[config.mk]
export PLATFORM = sky130hd
export DESIGN_NAME = buzzer_envelope_generator_core_flat
export DESIGN_NICKNAME = d
export VERILOG_FILES = /design/src/hw/rtl/bzenv_pkg.sv /design/src/hw/rtl/bzenv_in_if.sv /design/src/hw/rtl/bzenv_out_if.sv /design/src/hw/rtl/buzzer_envelope_generator_core.sv /design/src/flat_wrapper.sv
export SDC_FILE = /design/constraint.sdc
export NUM_CORES = 1
export LEC_CHECK = 0
export BUFFER_PORTS_ARGS = -buffer_cell sky130_fd_sc_hd__buf_2
export CAP_MARGIN = 20
export CORE_UTILIZATION = 44
export CTS_CLUSTER_SIZE = 28
export DETAILED_ROUTE_END_ITERATION = 10
export SLEW_MARGIN = 25
export SYNTH_ARGS = -nofsm -noshare
export SYNTH_HDL_FRONTEND = slang
export SYNTH_SLANG_ARGS = --single-unit
[constraint.sdc]
create_clock -name clk -period 12.55 [get_ports clk]
set_input_delay 2.51 -clock clk [delete_from_list [all_inputs] [get_ports clk]]
set_output_delay 2.51 -clock clk [all_outputs]
set_load 0.02 [all_outputs]
[src/hw/rtl/bzenv_pkg.sv]
// ----------------------------------------------------------------------------
// bzenv_pkg
// Shared types, sound codes and envelope helper for the buzzer envelope core.
// ----------------------------------------------------------------------------
package bzenv_pkg;

  localparam logic OP_TICK  = 1'b0;
  localparam logic OP_START = 1'b1;

  localparam logic [3:0] SND_OFF      = 4'd0;
  localparam logic [3:0] SND_KEYBOARD = 4'd1;
  localparam logic [3:0] SND_INFO     = 4'd2;
  localparam logic [3:0] SND_SAVE     = 4'd3;
  localparam logic [3:0] SND_SELECT   = 4'd4;
  localparam logic [3:0] SND_COMPLETE = 4'd5;
  localparam logic [3:0] SND_START    = 4'd6;
  localparam logic [3:0] SND_POLARITY = 4'd7;
  localparam logic [3:0] SND_ERROR    = 4'd8;

  localparam int unsigned CNT_W   = 16;
  localparam int unsigned K10_W   = 13;
  localparam int unsigned M2K_W   = 11;
  localparam int unsigned LVL_W   = 5;
  localparam int unsigned VOL_W   = 7;
  localparam int unsigned VOLM_W  = 18;
  localparam int unsigned SCALE_SH = 17;

  // 1311 / 2^17 approximates 1/100; exact floor for products up to 2540
  localparam logic [10:0] RECIP_100 = 11'd1311;
  localparam logic [VOL_W-1:0]  VOL_RST  = 7'd100;
  localparam logic [VOLM_W-1:0] VOLM_RST = 18'd131100;

  localparam logic [3:0]       DIG_LAST  = 4'd9;
  localparam logic [5:0]       K40_LAST  = 6'd39;
  localparam logic [M2K_W-1:0] M2K_LAST  = 11'd1999;

  localparam logic [K10_W-1:0] SAVE_LIM  = 13'd140;
  localparam logic [K10_W-1:0] CMPL_LIM  = 13'd440;
  localparam logic [K10_W-1:0] POL_LIM   = 13'd80;
  localparam logic [14:0]      KEY_LIM   = 15'd20;
  localparam logic [13:0]      SEL_LIM   = 14'd200;
  localparam logic [13:0]      SEL_OFS   = 14'd40;

  localparam logic [5:0] SPAN_10 = 6'd10;
  localparam logic [5:0] SPAN_20 = 6'd20;

  localparam logic [2:0] ADDR_VOLUME = 3'd0;

  typedef struct packed {
    logic       opcode;
    logic [3:0] sound_code;
  } in_item_t;

  typedef struct packed {
    logic [LVL_W-1:0] level;
  } out_item_t;

  // triangle: 0 outside (0, 2s], rising to s, then falling
  function automatic logic [LVL_W-1:0] tri_lvl(input logic [M2K_W-1:0] t,
                                               input logic [5:0] s);
    logic [M2K_W-1:0] s1;
    logic [M2K_W-1:0] s2;
    logic [M2K_W-1:0] d;
    s1 = {{(M2K_W-6){1'b0}}, s};
    s2 = {{(M2K_W-7){1'b0}}, s, 1'b0};
    d  = s2 - t;
    if (t > s2) begin
      tri_lvl = '0;
    end else if (t > s1) begin
      tri_lvl = d[LVL_W-1:0];
    end else begin
      tri_lvl = t[LVL_W-1:0];
    end
  endfunction

endpackage

[src/hw/rtl/bzenv_in_if.sv]
// ----------------------------------------------------------------------------
// bzenv_in_if
// Input channel: start and tick items with valid/ready handshake.
// ----------------------------------------------------------------------------
interface bzenv_in_if;
  import bzenv_pkg::*;

  logic     valid;
  logic     ready;
  in_item_t data;

  modport source (output valid, output data, input ready);
  modport sink   (input valid, input data, output ready);
endinterface

[src/hw/rtl/bzenv_out_if.sv]
// ----------------------------------------------------------------------------
// bzenv_out_if
// Result channel: scaled buzzer level items with valid/ready handshake.
// ----------------------------------------------------------------------------
interface bzenv_out_if;
  import bzenv_pkg::*;

  logic      valid;
  logic      ready;
  out_item_t data;

  modport source (output valid, output data, input ready);
  modport sink   (input valid, input data, output ready);
endinterface

[src/hw/rtl/buzzer_envelope_generator_core.sv]
// ----------------------------------------------------------------------------
// buzzer_envelope_generator_core
// Triangular buzzer envelope per sound, scaled by volume, changes only.
// ----------------------------------------------------------------------------
// One item is accepted every cycle unless a held result stalls the input; a
// result goes through the input register, then the result register.
// A result held by the receiver stalls the input register, and then the
// input. The tick count is
// kept alongside its decimal, modulo-40 and modulo-2000 counters, so each
// item needs only compares and one multiply by the prescaled volume, which
// is set by the register write. Volume sits at byte address 0.
module buzzer_envelope_generator_core (
  input  logic                clk,
  input  logic                rst_n,
  bzenv_in_if.sink            in_if,
  bzenv_out_if.source         out_if,
  input  logic                psel,
  input  logic                penable,
  input  logic                pwrite,
  input  logic [2:0]          paddr,
  input  logic [31:0]         pwdata,
  output logic [31:0]         prdata,
  output logic                pready
);
  import bzenv_pkg::*;

  logic                 s1_valid_r;
  in_item_t             s1_item_r;
  logic                 out_valid_r;
  logic [LVL_W-1:0]     out_level_r;

  logic [3:0]           snd_r, snd_nxt;
  logic [CNT_W-1:0]     n_r, n_nxt;
  logic [3:0]           r10_r, r10_nxt;
  logic [K10_W-1:0]     k10_r, k10_nxt;
  logic [5:0]           k40_r, k40_nxt;
  logic [M2K_W-1:0]     m2k_r, m2k_nxt;
  logic [LVL_W-1:0]     last_r, last_nxt;
  logic [VOL_W-1:0]     vol_r;
  logic [VOLM_W-1:0]    volm_r;

  logic                 out_free;
  logic                 s1_go;
  logic                 emit;
  logic [LVL_W-1:0]     raw;
  logic [LVL_W-1:0]     level;
  logic [22:0]          prod;
  logic [14:0]          k2;
  logic [13:0]          k4;
  logic [13:0]          k4_ofs;
  logic                 cfg_wr;

  assign out_free     = !out_valid_r || out_if.ready;
  assign s1_go        = s1_valid_r && out_free;
  assign in_if.ready  = !s1_valid_r || out_free;
  assign out_if.valid = out_valid_r;
  assign out_if.data.level = out_level_r;

  assign pready = 1'b1;
  assign prdata = (paddr[2] == ADDR_VOLUME[2]) ? {25'd0, vol_r} : 32'd0;
  assign cfg_wr = psel && penable && pwrite && (paddr[2] == ADDR_VOLUME[2]);

  assign k2     = n_nxt[CNT_W-1:1];
  assign k4     = n_nxt[CNT_W-1:2];
  assign k4_ofs = k4 - SEL_OFS;

  // load the sound and clear counters on a start, else advance them and form the envelope
  always_comb begin
    snd_nxt  = snd_r;
    n_nxt    = n_r;
    r10_nxt  = r10_r;
    k10_nxt  = k10_r;
    k40_nxt  = k40_r;
    m2k_nxt  = m2k_r;
    raw      = '0;
    if (s1_item_r.opcode == OP_START) begin
      snd_nxt = s1_item_r.sound_code;
      n_nxt   = '0;
      r10_nxt = '0;
      k10_nxt = '0;
      k40_nxt = '0;
      m2k_nxt = '0;
    end else begin
      n_nxt = n_r + 16'd1;
      if (n_nxt == '0) begin
        r10_nxt = '0;
        k10_nxt = '0;
        k40_nxt = '0;
        m2k_nxt = '0;
      end else begin
        m2k_nxt = (m2k_r == M2K_LAST) ? '0 : m2k_r + 11'd1;
        if (r10_r == DIG_LAST) begin
          r10_nxt = '0;
          k10_nxt = k10_r + 13'd1;
          k40_nxt = (k40_r == K40_LAST) ? '0 : k40_r + 6'd1;
        end else begin
          r10_nxt = r10_r + 4'd1;
        end
      end
      case (snd_r)
        SND_KEYBOARD: begin
          if (k2 > KEY_LIM) begin
            snd_nxt = SND_OFF;
          end else begin
            raw = tri_lvl(k2[M2K_W-1:0], SPAN_10);
          end
        end
        SND_INFO: begin
          raw = tri_lvl(m2k_nxt, SPAN_10);
        end
        SND_SAVE: begin
          if (k10_nxt > SAVE_LIM) begin
            snd_nxt = SND_OFF;
          end else begin
            raw = tri_lvl(k10_nxt[M2K_W-1:0], SPAN_20);
          end
        end
        SND_SELECT, SND_START: begin
          if (k4 > SEL_LIM) begin
            snd_nxt = SND_OFF;
          end else if (k4 >= SEL_OFS) begin
            raw = tri_lvl(k4[M2K_W-1:0], SPAN_10)
                + tri_lvl(k4_ofs[M2K_W-1:0], SPAN_10);
          end else begin
            raw = tri_lvl(k4[M2K_W-1:0], SPAN_10);
          end
        end
        SND_COMPLETE, SND_ERROR: begin
          if (k10_nxt >= CMPL_LIM) begin
            snd_nxt = SND_OFF;
          end else begin
            raw = tri_lvl({5'd0, k40_nxt}, SPAN_20);
          end
        end
        SND_POLARITY: begin
          if (k10_nxt > POL_LIM) begin
            snd_nxt = SND_OFF;
          end else begin
            raw = tri_lvl({5'd0, k40_nxt}, SPAN_20);
          end
        end
        default: begin
          raw = '0;
        end
      endcase
    end
  end

  assign prod  = {18'd0, raw} * {5'd0, volm_r};
  assign level = prod[SCALE_SH+LVL_W-1:SCALE_SH];
  assign emit  = (s1_item_r.opcode == OP_TICK) && (level != last_r);
  assign last_nxt = emit ? level : last_r;

  always_ff @(posedge clk) begin
    if (!rst_n) begin
      s1_valid_r  <= 1'b0;
      out_valid_r <= 1'b0;
      snd_r       <= SND_OFF;
      n_r         <= '0;
      r10_r       <= '0;
      k10_r       <= '0;
      k40_r       <= '0;
      m2k_r       <= '0;
      last_r      <= '0;
      vol_r       <= VOL_RST;
      volm_r      <= VOLM_RST;
    end else begin
      if (in_if.ready) begin
        s1_valid_r <= in_if.valid;
      end
      if (out_free) begin
        out_valid_r <= s1_go && emit;
      end
      if (s1_go) begin
        snd_r  <= snd_nxt;
        n_r    <= n_nxt;
        r10_r  <= r10_nxt;
        k10_r  <= k10_nxt;
        k40_r  <= k40_nxt;
        m2k_r  <= m2k_nxt;
        last_r <= last_nxt;
      end
      if (cfg_wr) begin
        vol_r  <= pwdata[VOL_W-1:0];
        volm_r <= VOLM_W'({11'd0, pwdata[VOL_W-1:0]} * {7'd0, RECIP_100});
      end
    end
  end

  always_ff @(posedge clk) begin
    if (in_if.ready && in_if.valid) begin
      s1_item_r <= in_if.data;
    end
    if (out_free && s1_go && emit) begin
      out_level_r <= level;
    end
  end

endmodule

[src/flat_wrapper.sv]
// flat-port wrapper written by rule: the top's interface ports become plain ports
module buzzer_envelope_generator_core_flat import bzenv_pkg::*;
  (clk, rst_n, psel, penable, pwrite, paddr, pwdata, prdata, pready, in_if_valid, in_if_data, in_if_ready, out_if_valid, out_if_data, out_if_ready);
  bzenv_in_if in_if_i ();
  bzenv_out_if out_if_i ();
  input  logic clk;
  input  logic rst_n;
  input  logic psel;
  input  logic penable;
  input  logic pwrite;
  input  logic [2:0] paddr;
  input  logic [31:0] pwdata;
  output logic [31:0] prdata;
  output logic pready;
  input wire logic [$bits(in_if_i.valid)-1:0] in_if_valid;
  input wire logic [$bits(in_if_i.data)-1:0] in_if_data;
  output wire logic [$bits(in_if_i.ready)-1:0] in_if_ready;
  output wire logic [$bits(out_if_i.valid)-1:0] out_if_valid;
  output wire logic [$bits(out_if_i.data)-1:0] out_if_data;
  input wire logic [$bits(out_if_i.ready)-1:0] out_if_ready;
  assign in_if_i.valid = in_if_valid;
  assign in_if_i.data = in_if_data;
  assign in_if_ready = in_if_i.ready;
  assign out_if_valid = out_if_i.valid;
  assign out_if_data = out_if_i.data;
  assign out_if_i.ready = out_if_ready;
  buzzer_envelope_generator_core u_core (.clk(clk), .rst_n(rst_n), .in_if(in_if_i), .out_if(out_if_i), .psel(psel), .penable(penable), .pwrite(pwrite), .paddr(paddr), .pwdata(pwdata), .prdata(prdata), .pready(pready));
endmodule
==> flow_summary.ini <==
[clock_tree]
clk_pin_slew_ns = 0.08
clock_latency_ns = 0.36
cts_made_buffers = 9
clockBufferDepth = 2
clock_tree.root_cell = clkbuf_16
ctsResizeCount = 0
holdBufCountCts = 0
cts_setup_buffers = 0
cts_tree = built
htree_levels = 3
clock-sinks = 95

[logic_synthesis]
syn-instance-count = 1469
yosys-top-cells-area = dfxtp_1 (15%), ha_1 (11%), fa_1 (11%)
synth_simple_gate_area_share_pct = 27.0
yosys_warnings = 0
synthAdderAreaFrac_pct = 21.8
synth-edff-count = 10
synth_mux_area_share_pct = 1.32
ys_top_cells_by_count = nand2_1 (172), inv_1 (120), nor2_1 (117)
synth.distinct_cells = 100
synth-xor-area-share_pct = 4.77
synthArstFlopShare_pct = 0
synth_top_family_by_area = simple AND/OR/NAND/NOR gates
synth_area_per_cell_um2 = 7.72
synth_area_um2 = 11300
synth_most_common_cell = nand2_1
ys.flop_type = dfxtp_1
ys_seq_area_share_pct = 17.7
synth_compound_area_share_pct = 18.8
yosysTopAreaCell = dfxtp_1
ys_ff_latch = 95
synth_top_area_share_pct = 15.0

[power]
max-vdd-ir-drop_mv = 0.0429
leakage_uw = 0.00513
intPower_uw = 547
swShare_pct = 33.2
p_per_area_nw_per_um2 = 68.9
seqPwrFrac_pct = 39.3
p_clk_share_pct = 34.4
fin_total_pwr_uw = 818
power_switching_uw = 272
p_comb_share_pct = 26.3

[global_routing]
antenna_found_initial = 0
grt_max_degree = 74
grt_pass1_wl_mm = 46.3
grt_pass1_vias = 9147
grt_use_total_pct = 21.4
gr-total-overflow = 0

[timing]
slew_viol_final = 0
tightest_slew_ns = 0.971
period_minus_slack_ns = 10.69
setup_viol = 0
fin_crit_sh_pct = 85.2
fmax_mhz = 93.5
rsz0062_at_grt = false
tns_ns = 0
finalClockSkew_ns = 0.0152
hold_slack_ns = 0.460
relSlewSlack_pct = 35.0
finalHoldViolCount = 0

[worst_setup_path]
crit_path_top_delay_cell = a221oi_1
r2r_cells = 36
crit_fanout = 18
crit_arrival_ns = 10.74
critPathLaunchType = flip-flop
slowest_delay_ns = 0.76
critPathBufInv = 4
r2r_start = u_core.n_r[2]
ff2ff_setup_slack_ns = 1.86
criticalPathCategory = reg2reg
critPathRequiredTime_ns = 12.60
critical_path.top_delay_family = compound AO/OA/AOI/OAI gates
cp.depth = 36
cp-end-kind = flip-flop
r2r-end = u_core.out_if.data[4]

[floorplan]
io_pins = 87
initial_utilization_pct = 44.9
die_y_um = 163
die-width_um = 163
core-area_um2 = 25300
dieArea_um2 = 26400
fp-row-count = 58

[run]
cap_violations = 0

[hold_path]
hold_class = reg2reg
min_path_cells = 2
hold_start = u_core.vol_r[4]
min_to = u_core.vol_r[4]

[final_layout]
diodes = 0
post-route-util_pct = 47.0
fill_cells = 2562
drive_above_1_share_pct = 6.63
final_nets = 1652
syn_to_final_growth_pct = 4.67

[place]
io_buffers = 33
place_hpwl_mm = 20.5
gp_congestion = 0.905

[detailed_routing]
routed_wl_mm = 27.5
drc_errors = 0
drtPass1Iterations = 6
wl_per_cell_um = 15.5
drt_iter0_drc = 772
ant_nets = 0
via_count = 10086
viasPerCell = 5.67

[status]
status = complete, no violations
## cells in the final DEF (no fill, tap or decap), types with 43 or more instances in the layout
master	count
o21ai_0	51
nand3_1	58
inv_1	119
ha_1	102
nand2_1	172
nor2_1	115
fa_1	60
xnor2_1	43
and2_1	73
dfxtp_1	85
a21oi_1	97
## metrics by stage
stage / cells / setup WS (ns) / cell area [um^2]
2_1_floorplan: 1493 / 3.25 / 11400
3_3_place_gp: 1762 / 1.74 / 11600
3_5_place_dp: 1762 / 1.69 / 11600
4_1_cts: 1778 / 1.61 / 11900
5_1_grt: 1778 / 1.09 / 11900
6_report: 1778 / 1.86 / 11900
## worst max path at each step
stage / start / to / slack (ns)
after floorplan: u_core.n_r[0] / u_core.out_if.data[0] / 3.25
after global placement: u_core.n_r[2] / u_core.out_if.data[4] / 1.74
after detailed placement: u_core.n_r[2] / u_core.out_if.data[2] / 1.69
after CTS: u_core.n_r[2] / u_core.out_if.data[2] / 1.61
after global routing: u_core.n_r[2] / u_core.out_if.data[2] / 1.09
final: u_core.n_r[2] / u_core.out_if.data[4] / 1.86
## power by group through the flow
stage / Clock, uW / Sequential, uW / Combinational (uW)
2_1_floorplan: 0 / 325 / 181
3_3_place_gp: 0 / 329 / 213
3_5_place_dp: 0 / 329 / 215
4_1_cts: 293 / 322 / 218
5_1_grt: 302 / 323 / 250
6_report: 281 / 322 / 215
## routing by layer
layer | wire (um) | up-vias | global-route usage (%)
li1 | - | 5060 | -
met1 | 13800 | 4770 | 30.9
met2 | 11900 | 228 | 33.5
met3 | 1260 | 28 | 2.39
met4 | 481 | 0 | 6.07
met5 | 0 | - | 0
## layout make-up
cell class,instances,area [um^2],area share [%]
clock buffers,11,243,2.05
clock inverters,5,41.3,0.348
inverters,121,454,3.83
multi-input cells,1173,8480,71.4
flip-flops and latches,95,2000,16.9
well taps,330,413,3.48
repair buffers,43,240,2.02
## worst register-to-register path, delay by kind of cell (launching register included)
kind | cells | cell delay (ns)
adder cells (fa/ha/maj) | 5 | 2.09
XOR/XNOR | 2 | 0.54
AO/OA/AOI/OAI | 13 | 3.56
flip-flops | 1 | 0.66
AND/OR/NAND/NOR | 12 | 3.06
buffers and inverters | 4 | 0.47
## flip-flops by register name (all words and copies together), names as in the netlist
name,cells
u_core.last_r,5
u_core.s1_valid_r,1
u_core.n_r,16
u_core.k10_r,13
u_core.r10_r,4
u_core.s1_item_r,5
u_core.k40_r,6
u_core.m2k_r,11
u_core.out_if.valid,1
u_core.out_if.data,5
u_core.vol_r,6
u_core.volm_r,18
u_core.snd_r,4
## logic make-up (layout without fill, tap and decap cells)
| logic type | count (synthesis) | after routing |
|---|---|---|
| AO/OA/AOI/OAI | 317 | 317 |
| XOR/XNOR | 60 | 60 |
| adder cells (fa/ha/maj) | 162 | 162 |
| buffers and inverters | 225 | 180 |
| flip-flops | 95 | 95 |
| multiplexers | 14 | 14 |
| other | 2 | 26 |
| AND/OR/NAND/NOR | 594 | 594 |
No activity file was read; power rests on OpenSTA's default activity.
